**src/hdl/shared_exclusive_lock_queue_defines.svh**
```systemverilog
// Assertion macros shared by the lock queue RTL.
// Both expect a signal named clk in the calling scope; SELQ_ASSERT also expects rst_n.
`ifndef SHARED_EXCLUSIVE_LOCK_QUEUE_DEFINES_SVH
`define SHARED_EXCLUSIVE_LOCK_QUEUE_DEFINES_SVH

`ifndef ASSERT_OFF
// Checked on every rising edge outside reset.
`define SELQ_ASSERT(label, prop, msg) \
    label: assert property (@(posedge clk) disable iff (!rst_n) (prop)) else $error(msg);
// Checked on every rising edge, reset included.
`define SELQ_ASSERT_ALWAYS(label, prop, msg) \
    label: assert property (@(posedge clk) (prop)) else $error(msg);
`else
`define SELQ_ASSERT(label, prop, msg)
`define SELQ_ASSERT_ALWAYS(label, prop, msg)
`endif

`endif

```
**src/hdl/selq_ram.sv**
```systemverilog
// Simple dual-port RAM, one write and one registered read port.
module selq_ram #(
    parameter  int WIDTH  = 8,
    parameter  int DEPTH  = 16,
    localparam int ADDR_W = (DEPTH > 1) ? $clog2(DEPTH) : 1
) (
    input  logic              clk,
    input  logic              wr_en,
    input  logic [ADDR_W-1:0] wr_addr,
    input  logic [WIDTH-1:0]  wr_data,
    input  logic              rd_en,
    input  logic [ADDR_W-1:0] rd_addr,
    output logic [WIDTH-1:0]  rd_data
);

    logic [WIDTH-1:0] mem [DEPTH];

    always_ff @(posedge clk)
    begin
        if (wr_en)
        begin
            mem[wr_addr] <= wr_data;
        end
        if (rd_en)
        begin
            rd_data <= mem[rd_addr];
        end
    end

endmodule

```
**config.mk**
```make
export PLATFORM = sky130hd
export DESIGN_NAME = selq_ram
export DESIGN_NICKNAME = d
export VERILOG_FILES = /design/src/hdl/shared_exclusive_lock_queue_defines.svh /design/src/hdl/selq_ram.sv
export SDC_FILE = /design/constraint.sdc
export NUM_CORES = 1
export LEC_CHECK = 0
export BUFFER_PORTS_ARGS = -buffer_cell sky130_fd_sc_hd__buf_2
export CAP_MARGIN = 40
export CELL_PAD_IN_SITES_DETAIL_PLACEMENT = 1
export CELL_PAD_IN_SITES_GLOBAL_PLACEMENT = 2
export CORE_ASPECT_RATIO = 1.5
export CORE_MARGIN = 2
export CORE_UTILIZATION = 35
export DETAILED_ROUTE_END_ITERATION = 8
export GPL_ROUTABILITY_DRIVEN = 1
export GPL_TIMING_DRIVEN = 0
export PLACE_DENSITY = 0.61
export SKIP_LAST_GASP = 1
export SLEW_MARGIN = 20
export SYNTH_ARGS = -nofsm -noshare
export SYNTH_HDL_FRONTEND = slang
export SYNTH_SLANG_ARGS = --single-unit
```
**constraint.sdc**
```tcl
create_clock -name clk -period 4.4 [get_ports clk]
set_input_delay 0.66 -clock clk [delete_from_list [all_inputs] [get_ports clk]]
set_output_delay 0.66 -clock clk [all_outputs]
set_load 0.01 [all_outputs]
```
==> results of run 1 <==
==> registers in the layout (all words and copies together), names as in the netlist <==
register,count
rd_data,8
mem,128
==> cell usage after synthesis (all sizes together) <==
master,number,area (sq um)
nand3,1,5.00
buf,7,56.3
a22oi,16,120
and2b,1,7.51
mux4,32,773
nor2b,1,6.26
clkdlybuf4s25,3,30.0
nor3,4,20.0
and2,1,6.26
edfxtp,136,4080
nand3b,2,15.0
nor2,13,48.8
nand2b,2,12.5
or3b,1,8.76
nand2,9,33.8
==> power by group <==
part	switching [mW]	total (mW)	internal [mW]
registers	0.00585	1.47	1.46
logic	0.0882	0.147	0.0584
clock network	0.498	1.27	0.767
==> per-layer routing <==
layer	up-vias	part of all wire, %
met4	0	2.4
met3	17	2.6
met5	-	0
met1	1288	41
met2	62	54
li1	1087	-
==> final timing paths <==
check                                           from                   end  slack (ps)
worst max-delay path                      wr_addr[2]   mem[1][5]$_DFFE_PP_        2510
worst min-delay path                           rd_en  rd_data[4]$_DFFE_PP_         570
worst max register to register   mem[1][3]$_DFFE_PP_  rd_data[3]$_DFFE_PP_        2800
worst min register to register  mem[12][0]$_DFFE_PP_  rd_data[0]$_DFFE_PP_         760
==> kinds of logic (layout without fill, tap and decap cells) <==
family	Yosys count	in the layout	synth area share (%)
muxes	32	32	14.8
AOI/OAI and AO/OA	16	16	2.30
and+or+nand+nor	35	35	3.14
buffers and inverters	10	76	1.65
DFF	136	136	78.1
==> area by class of cell <==
cell class	instances	share of cell area [%]
clock inverters	9	1.27
plain buffers	10	1.39
well taps	196	3.95
clock buffers	22	7.15
flip-flops and latches	136	65.7
repair buffers	35	3.22
multi-input cells	83	17.3
==> metrics by stage <==
stage               std cells  area, sq um  util (%)  power (mW)
CTS                       483         6160      42.2        2.90
global route              491         6220      42.6        2.96
detailed placement        452         5630      38.6        1.64
global placement          450         5600      38.4        1.63
floorplan                 229         5230         -        1.57
finish                    491         6220      42.6        2.88
==> impl_metrics.json, run 1 <==
{
  "status": "complete, no violations",
  "slowest_stage": "nor2_1",
  "syn-instance-count": 229,
  "max-vdd-ir-drop_v": 0.000226,
  "yosysWarnings": 0,
  "mostFrequentLayoutCells": "edfxtp_1, buf_2, mux4_2",
  "max_freq_mhz": 529,
  "max_slew_margin_pct": 43.5,
  "n_fill_cell": 1411,
  "use_met1_pct": 17.8,
  "cts-buffers-inserted": 17,
  "antenna_cells": 0,
  "cp-end-kind": "flop",
  "core-area_sq_um": 14600,
  "worst_pin_slew_ps": 845,
  "root_buffer": "clkbuf_16",
  "pre_cts_slack_ps": 1990,
  "grt_use_met2_pct": 26.5,
  "synth_nets": 248,
  "drv_slew": 0,
  "place.gp.congestion": 0.732,
  "cts.sinks": 136,
  "leakage_nw": 2.07,
  "vias": 2454,
  "crit_buf_inv": 1,
  "power.density_nw_per_um2": 463,
  "maxCapViolations": 0,
  "fin_skew_ps": 6.51,
  "multiInputGateArea_sq_um": 1080,
  "cts.reportedPaths.clkPinSlew_ps": 50,
  "period_needed_ps": 1890,
  "crit_path_start_kind": "input pin",
  "cts_buffer_depth": 2,
  "seq_area_frac_synth_pct": 78.1,
  "clock_latency_ps": 420,
  "crit_cells": 3,
  "dr.pass1.iters": 4,
  "seqCellArea_sq_um": 4080,
  "arrival_ps": 1930,
  "min_path_cells": 1,
  "detail_route.wl_per_cell_um": 22.7,
  "track_usage_pct": 15.2,
  "die_w_um": 104,
  "cts_tree": "built",
  "drive_gt1_share_pct": 31.9,
  "crit_chain": "buf_2, or3b_2, nor2_1",
  "htree_levels": 4,
  "whs_ps": 575,
  "drc": 0,
  "synthToLayoutAreaGrowth_pct": 18.9,
  "synth.cell_area_sq_um": 5230,
  "cp_max_fo": 8,
  "crit_family": "simple AND/OR/NAND/NOR gates",
  "viasPerCell": 5.00,
  "synth.ff_latch_count": 136,
  "core.rowCount": 54,
  "antenna_found_initial": 0,
  "cts_hold_buf": 0,
  "hold_viol_final": 0,
  "hpwlAfterDp_mm": 7.46,
  "max_stage_delay_ps": 630,
  "grt-busiest-layer": "met2",
  "drtAntennaViolNets": 0,
  "required_ps": 4440,
  "die_y_um": 154,
  "final_nets": 302,
  "ys_types": 18,
  "grt_overflow_total": 0,
  "avgSynthCellArea_sq_um": 22.8,
  "io_buffers": 25,
  "drt_iter0_drc": 105,
  "period_share_pct": 43.0,
  "met3_usage_pct": 3.26,
  "die_area_sq_um": 15900,
  "hold_class": "in2reg",
  "rsz0062_at_grt": "false",
  "fin_ws_ps": 2510,
  "grt_first_pass_wirelength_mm": 16.6,
  "critPathKind": "in2reg",
  "grt_pass1_vias": 2633,
  "tns_ps": 0,
  "wl_mm": 11.2,
  "io_pins": 27,
  "setup_viol": 0,
  "final_common_cell": "edfxtp_1",
  "cts_resized": 0,
  "postCtsSetupRepairBufs": 0,
  "start_util_pct": 35.8,
  "grt_max_degree": 17,
  "reg2reg_depth": 3
}
No activity file was read; power rests on OpenSTA's default activity.
==> run 2: changes to the inputs <==
- ABC_AREA: default -> 1
- PLACE_DENSITY: 0.61 -> 0.73
- clock period: 4.4 -> 1.6 ns (I/O delays scaled with it)
==> run 2 against run 1 <==
Final cell count increased by 67%. Flip-flop and latch count stayed put. Count of clock-buffer cells in the layout decreased by 4. Register-to-register slack got worse by 2400 ps. Synthesized cell count up 140%. Clock power increased to 3.2 times the previous value. Die area increased by 11%. Sequential share of layout area decreased by 6.4 points.
==> impl_metrics.json, run 2 <==
{
  "p_comb_share_pct": 6.4,
  "vias": 3981,
  "ys_top_cells_by_count": "nand2_1, edfxtp_1, inv_1, nand3_1, nor2_1",
  "cts_resized": 0,
  "reg2reg_depth": 6,
  "final_common_cell": "nand2_1",
  "worst_pin_slew_ps": 820,
  "arrival_ps": 1380,
  "htree_levels": 4,
  "async_flop_share_pct": 0,
  "cts_hold_buf": 0,
  "crit_cells": 6,
  "maxCapViolations": 0,
  "ys_types": 11,
  "reg_top3": "mem (128), rd_data (8)",
  "antenna_cells": 0,
  "pre_cts_slack_ps": -134,
  "regMostFlops": "mem",
  "drt_iter0_drc": 242,
  "post-route-util_pct": 42.3,
  "whs_ps": 182,
  "p_sw_mw": 1.94,
  "avgSynthCellArea_sq_um": 10.6,
  "viasPerCell": 4.87,
  "synth_edf_count": 136,
  "seq_area_frac_synth_pct": 69.8,
  "ys.flop_type": "edfxtp_1",
  "stdcell_area_sq_um": 6880,
  "max-vdd-ir-drop_v": 0.000713,
  "cts-buffers-inserted": 17,
  "period_needed_ps": 1220,
  "highest_layer": "met4",
  "reg2reg_from": "mem[15][3]$_DFFE_PP_",
  "dr.pass1.iters": 5,
  "drc": 0,
  "power.total_mw": 8.69,
  "rr_endpoint": "rd_data[3]$_DFFE_PP_",
  "core.rowCount": 57,
  "met2_length_mm": 9.45,
  "drv_slew": 0,
  "max_stage_delay_ps": 370,
  "io_pins": 27,
  "synth-simple-area-share_pct": 20.8,
  "cpMostUsedCell": "nand3_1",
  "drive_gt1_share_pct": 13.4,
  "cp-end-kind": "flop",
  "n_fill_cell": 1809,
  "tns_ps": 0,
  "period_share_pct": 76.1,
  "setup_viol": 0,
  "clock_latency_ps": 430,
  "detail_route.wl_per_cell_um": 20.7,
  "synth.cell_area_sq_um": 5850,
  "min_path_cells": 1,
  "leakage_nw": 2.95,
  "synthMuxAreaShare_pct": 0,
  "reg2reg_slack_ps": 380,
  "final_nets": 619,
  "dr_wl_met3_um": 580,
  "p_int_mw": 6.75,
  "cts.reportedPaths.clkPinSlew_ps": 60,
  "synth_compound_area_share_pct": 0,
  "synth_most_common_cell": "nand2_1",
  "grt_first_pass_wirelength_mm": 25.2,
  "wl_mm": 16.9,
  "grt_max_degree": 17,
  "crit_buf_inv": 1,
  "power.density_nw_per_um2": 1260,
  "synthToLayoutAreaGrowth_pct": 17.7,
  "crit_family": "simple AND/OR/NAND/NOR gates",
  "dp.cells": 782,
  "critPathKind": "reg2reg",
  "grt_pass1_vias": 4134,
  "synthAdderAreaFrac_pct": 0,
  "die_w_um": 110,
  "hpwlAfterDp_mm": 11.6,
  "max_slew_margin_pct": 45.1,
  "crit_chain": "inv_1, nand2_1, nand3_1, nand3_1, nand3_1, nand2_1",
  "hold_class": "in2reg",
  "hold_path.startpoint": "rd_en",
  "cp_max_fo": 1,
  "hold_viol_final": 0,
  "grt_overflow_total": 0,
  "place_area_sq_um": 6230,
  "place.gp.congestion": 0.909,
  "syn-instance-count": 551,
  "cts.sinks": 136,
  "synth-xor-area-share_pct": 0,
  "fin_ws_ps": 383,
  "status": "complete, no violations",
  "fin_cells": 818,
  "cts_tree": "built",
  "root_buffer": "clkbuf_16",
  "core-area_sq_um": 16300,
  "drtAntennaViolNets": 0,
  "die_y_um": 162,
  "synth_top_family_by_area": "simple AND/OR/NAND/NOR gates",
  "synth_nets": 570,
  "synth.ff_latch_count": 136,
  "met1_length_mm": 6.33,
  "yosysWarnings": 0,
  "yosysTopAreaCell": "edfxtp_1",
  "fin_skew_ps": 9.61,
  "postCtsSetupRepairBufs": 0,
  "crit_path_start_kind": "flop",
  "max_freq_mhz": 821,
  "synth_top_area_share_pct": 69.8,
  "largest_register_ffs": 128,
  "die_area_sq_um": 17800,
  "p_seq_share_pct": 46.4,
  "io_buffers": 23,
  "switching_share_pct": 22.3,
  "clkPwrFrac_pct": 47.2,
  "synth_area_leaders": "edfxtp_1, nand2_1, nand3_1, inv_1, buf_6",
  "antenna_found_initial": 0,
  "required_ps": 1760,
  "start_util_pct": 36.0,
  "rsz0062_at_grt": "false",
  "slowest_stage": "edfxtp_1",
  "cts_buffer_depth": 2,
  "track_usage_pct": 20.6,
  "holdPathEnd": "rd_data[2]$_DFFE_PP_",
  "mostFrequentLayoutCells": "nand2_1, edfxtp_1, inv_1"
}
[run 2: cell count changes in the layout (fill, tap and decap cells not counted), moves of 4 or more]
cell,previous run,this run
mux4_1,14,0
mux4_2,18,0
clkbuf_1,5,1
clkinv_2,5,0
nor3_2,4,0
buf_2,28,36
inv_1,0,100
nand2_1,9,173
a22oi_1,16,0
nand3_1,1,97
nor2_1,13,17
[run 2: cell families after synthesis]
kind of cell / after synthesis
simple gates: 289
flops: 136
buf+inv: 126
[run 2: worst max path at each step]
stage,from,end,slack (ps)
after floorplan,wr_addr[2],mem[10][0]$_DFFE_PP_,410
after global placement,wr_addr[2],mem[9][4]$_DFFE_PP_,-190
after detailed placement,wr_addr[2],mem[10][0]$_DFFE_PP_,-130
after CTS,wr_addr[2],mem[10][1]$_DFFE_PP_,310
after global routing,mem[15][3]$_DFFE_PP_,rd_data[3]$_DFFE_PP_,310
final,mem[15][3]$_DFFE_PP_,rd_data[3]$_DFFE_PP_,380
[run 2: layout make-up]
class                           instances  area (sq um)  area share, %
Inverter                              102           383           5.56
Clock inverter                         13           180           2.62
Buffer                                 24           166           2.42
Multi-Input combinational cell        289          1210           17.6
Clock buffer                           18           429           6.24
Sequential cell                       136          4080           59.3
Tap cell                              206           258           3.75
Timing Repair Buffer                   30           168           2.44
[run 2: power by group through the flow]
stage          Sequential, mW  Combinational (mW)  Clock [mW]
2_1_floorplan            4.11               0.281           0
3_3_place_gp             4.10               0.542           0
3_5_place_dp             4.11               0.558           0
4_1_cts                  4.04               0.562        4.15
5_1_grt                  4.04               0.607        4.30
6_report                 4.03               0.553        4.10
[run 2: layer usage]
metal	GRT usage [%]	vias up
li1	-	1882
met1	23.4	1980
met2	36.1	90
met5	0	-
met4	10.5	0
met3	3.81	29
==> run 3: changes to the inputs <==
- clock period: 1.6 -> 1.1 ns (I/O delays scaled with it)
==> run 3 against run 2 <==
Via count shrank 0.43%. Register-to-register slack lost 430 ps. Clock skew shrank 1.3 ps. Clock power grew 46%. First-iteration DRC count shrank 7.9%. Sequential share of layout area shrank 1.7 points. Non-clock buffer count shrank 4. Core utilization grew 1.2 points. Die area is the same. Setup slack lost 430 ps. Largest cell class unchanged. The flow now finishes with violations (negative setup slack). Final area grew 2.9%. Combinational power grew 58%.
==> impl_metrics.json, run 3 (synthesized netlist as in run 2, its figures left out) <==
{
  "post-route-util_pct": 43.5,
  "postCtsSetupRepairBufs": 0,
  "drtAntennaViolNets": 0,
  "wl_mm": 17.0,
  "grt_first_pass_wirelength_mm": 25.2,
  "violations": "negative setup slack",
  "reg2reg_slack_ps": -50,
  "antenna_cells": 0,
  "largest_register_ffs": 128,
  "max-vdd-ir-drop_v": 0.00103,
  "max_freq_mhz": 873,
  "max_slew_margin_pct": 51.6,
  "drt_iter0_drc": 223,
  "worst_pin_slew_ps": 723,
  "io_pins": 27,
  "critPathKind": "reg2reg",
  "switching_share_pct": 22.5,
  "tns_ps": -201,
  "setup_viol": 7,
  "place.gp.congestion": 0.909,
  "cts.reportedPaths.clkPinSlew_ps": 60,
  "start_util_pct": 36.0,
  "p_comb_share_pct": 6.9,
  "htree_levels": 4,
  "reg_top3": "mem (128), rd_data (8)",
  "root_buffer": "clkbuf_16",
  "mostFrequentLayoutCells": "nand2_1, edfxtp_1, inv_1",
  "cts.sinks": 136,
  "track_usage_pct": 20.6,
  "grt_max_degree": 17,
  "synthToLayoutAreaGrowth_pct": 21.1,
  "cp-end-kind": "flop",
  "drive_gt1_share_pct": 21.5,
  "die_y_um": 162,
  "rsz0062_at_grt": "true",
  "vias": 3964,
  "status": "finished, violations left",
  "holdPathEnd": "rd_data[6]$_DFFE_PP_",
  "grt_pass1_vias": 4151,
  "clock_latency_ps": 430,
  "fin_skew_ps": 8.27,
  "crit_path_start_kind": "flop",
  "viasPerCell": 4.87,
  "cts_tree": "built",
  "p_int_mw": 9.85,
  "cts_hold_buf": 0,
  "maxCapViolations": 0,
  "detail_route.wl_per_cell_um": 20.9,
  "p_sw_mw": 2.86,
  "whs_ps": 109,
  "clkPwrFrac_pct": 46.9,
  "required_ps": 1280,
  "fin_cells": 814,
  "antenna_found_initial": 0,
  "regMostFlops": "mem",
  "dp.cells": 782,
  "power.density_nw_per_um2": 1800,
  "dr.pass1.iters": 6,
  "leakage_nw": 3.00,
  "p_seq_share_pct": 46.2,
  "cp_max_fo": 1,
  "rr_endpoint": "rd_data[1]$_DFFE_PP_",
  "arrival_ps": 1320,
  "fin_ws_ps": -45.8,
  "die_area_sq_um": 17800,
  "io_buffers": 23,
  "reg2reg_from": "mem[3][1]$_DFFE_PP_",
  "cts_buffer_depth": 2,
  "drc": 0,
  "final_common_cell": "nand2_1",
  "hold_viol_final": 0,
  "core.rowCount": 57,
  "grt_overflow_total": 0,
  "period_needed_ps": 1150,
  "hold_class": "in2reg",
  "hpwlAfterDp_mm": 11.6,
  "period_share_pct": 104,
  "min_path_cells": 1,
  "final_nets": 615,
  "cts-buffers-inserted": 17,
  "die_w_um": 110,
  "reg2reg_depth": 6,
  "drv_slew": 0,
  "hold_path.startpoint": "rd_en",
  "core-area_sq_um": 16300
}
[run 3: changes by cell type in the layout (fill, tap and decap cells not counted), moves of 4 or more]
cell / change
nor2_1: -12
nand2_2: +5
buf_4: -4
nand3_2: +34
nand2_1: -5
nor2_2: +12
nand3_1: -35
[run 3: layout make-up]
cell class                      count  area [sq um]
Clock buffer                       18           429
Fill cell                        1786          9180
Buffer                             24           169
Timing Repair Buffer               26           138
Multi-Input combinational cell    289          1440
Clock inverter                     13           180
Sequential cell                   136          4080
Inverter                          102           383
Tap cell                          206           258
[run 3: per-layer routing]
| metal | global-route usage [%] | vias up | wire length (um) |
|---|---|---|---|
| li1 | - | 1870 | - |
| met1 | 23.2 | 1979 | 6640 |
| met2 | 36.1 | 80 | 9420 |
| met3 | 3.81 | 35 | 375 |
| met4 | 10.8 | 0 | 591 |
| met5 | 0 | - | 0 |
[run 3: stage by stage]
stage | area (sq um) | power (mW) | setup WS [ps]
floorplan | 5850 | 6.39 | -15.8
global placement | 6220 | 6.76 | -617
detailed placement | 6230 | 6.79 | -559
CTS | 6890 | 12.7 | -93.1
global route | 7080 | 13.1 | -78.5
finish | 7080 | 12.7 | -45.8
[run 3: worst max-delay path by stage]
stage | start | slack (ps) | cells after the start | endpoint
floorplan | wr_addr[3] | -20 | 2 | mem[4][0]$_DFFE_PP_
global placement | wr_addr[2] | -620 | 3 | mem[9][4]$_DFFE_PP_
detailed placement | wr_addr[2] | -560 | 3 | mem[10][0]$_DFFE_PP_
CTS | mem[1][3]$_DFFE_PP_ | -90 | 6 | rd_data[3]$_DFFE_PP_
global route | mem[0][1]$_DFFE_PP_ | -80 | 6 | rd_data[1]$_DFFE_PP_
finish | mem[3][1]$_DFFE_PP_ | -50 | 6 | rd_data[1]$_DFFE_PP_
[run 3: timing repair]
item                       CTS  global route
pin swaps                    1            17
gates resized for setup     14            41
setup endpoints to repair   95            32
[run 3: power by group through the flow]
stage | sequential, mW | clock [mW] | combinational [mW]
global route | 5.87 | 6.25 | 0.948
CTS | 5.87 | 6.03 | 0.831
global placement | 5.97 | 0 | 0.788
finish | 5.87 | 5.97 | 0.876
detailed placement | 5.98 | 0 | 0.811
floorplan | 5.99 | 0 | 0.409
[run 3: worst max-delay path: stages (launching register included)]
cell and delay (ps):
edfxtp_1 390, nand2_1 90, nand2_1 70, nand2_1 70, nand3_2 100, nand3_2 110
nand2_2 60
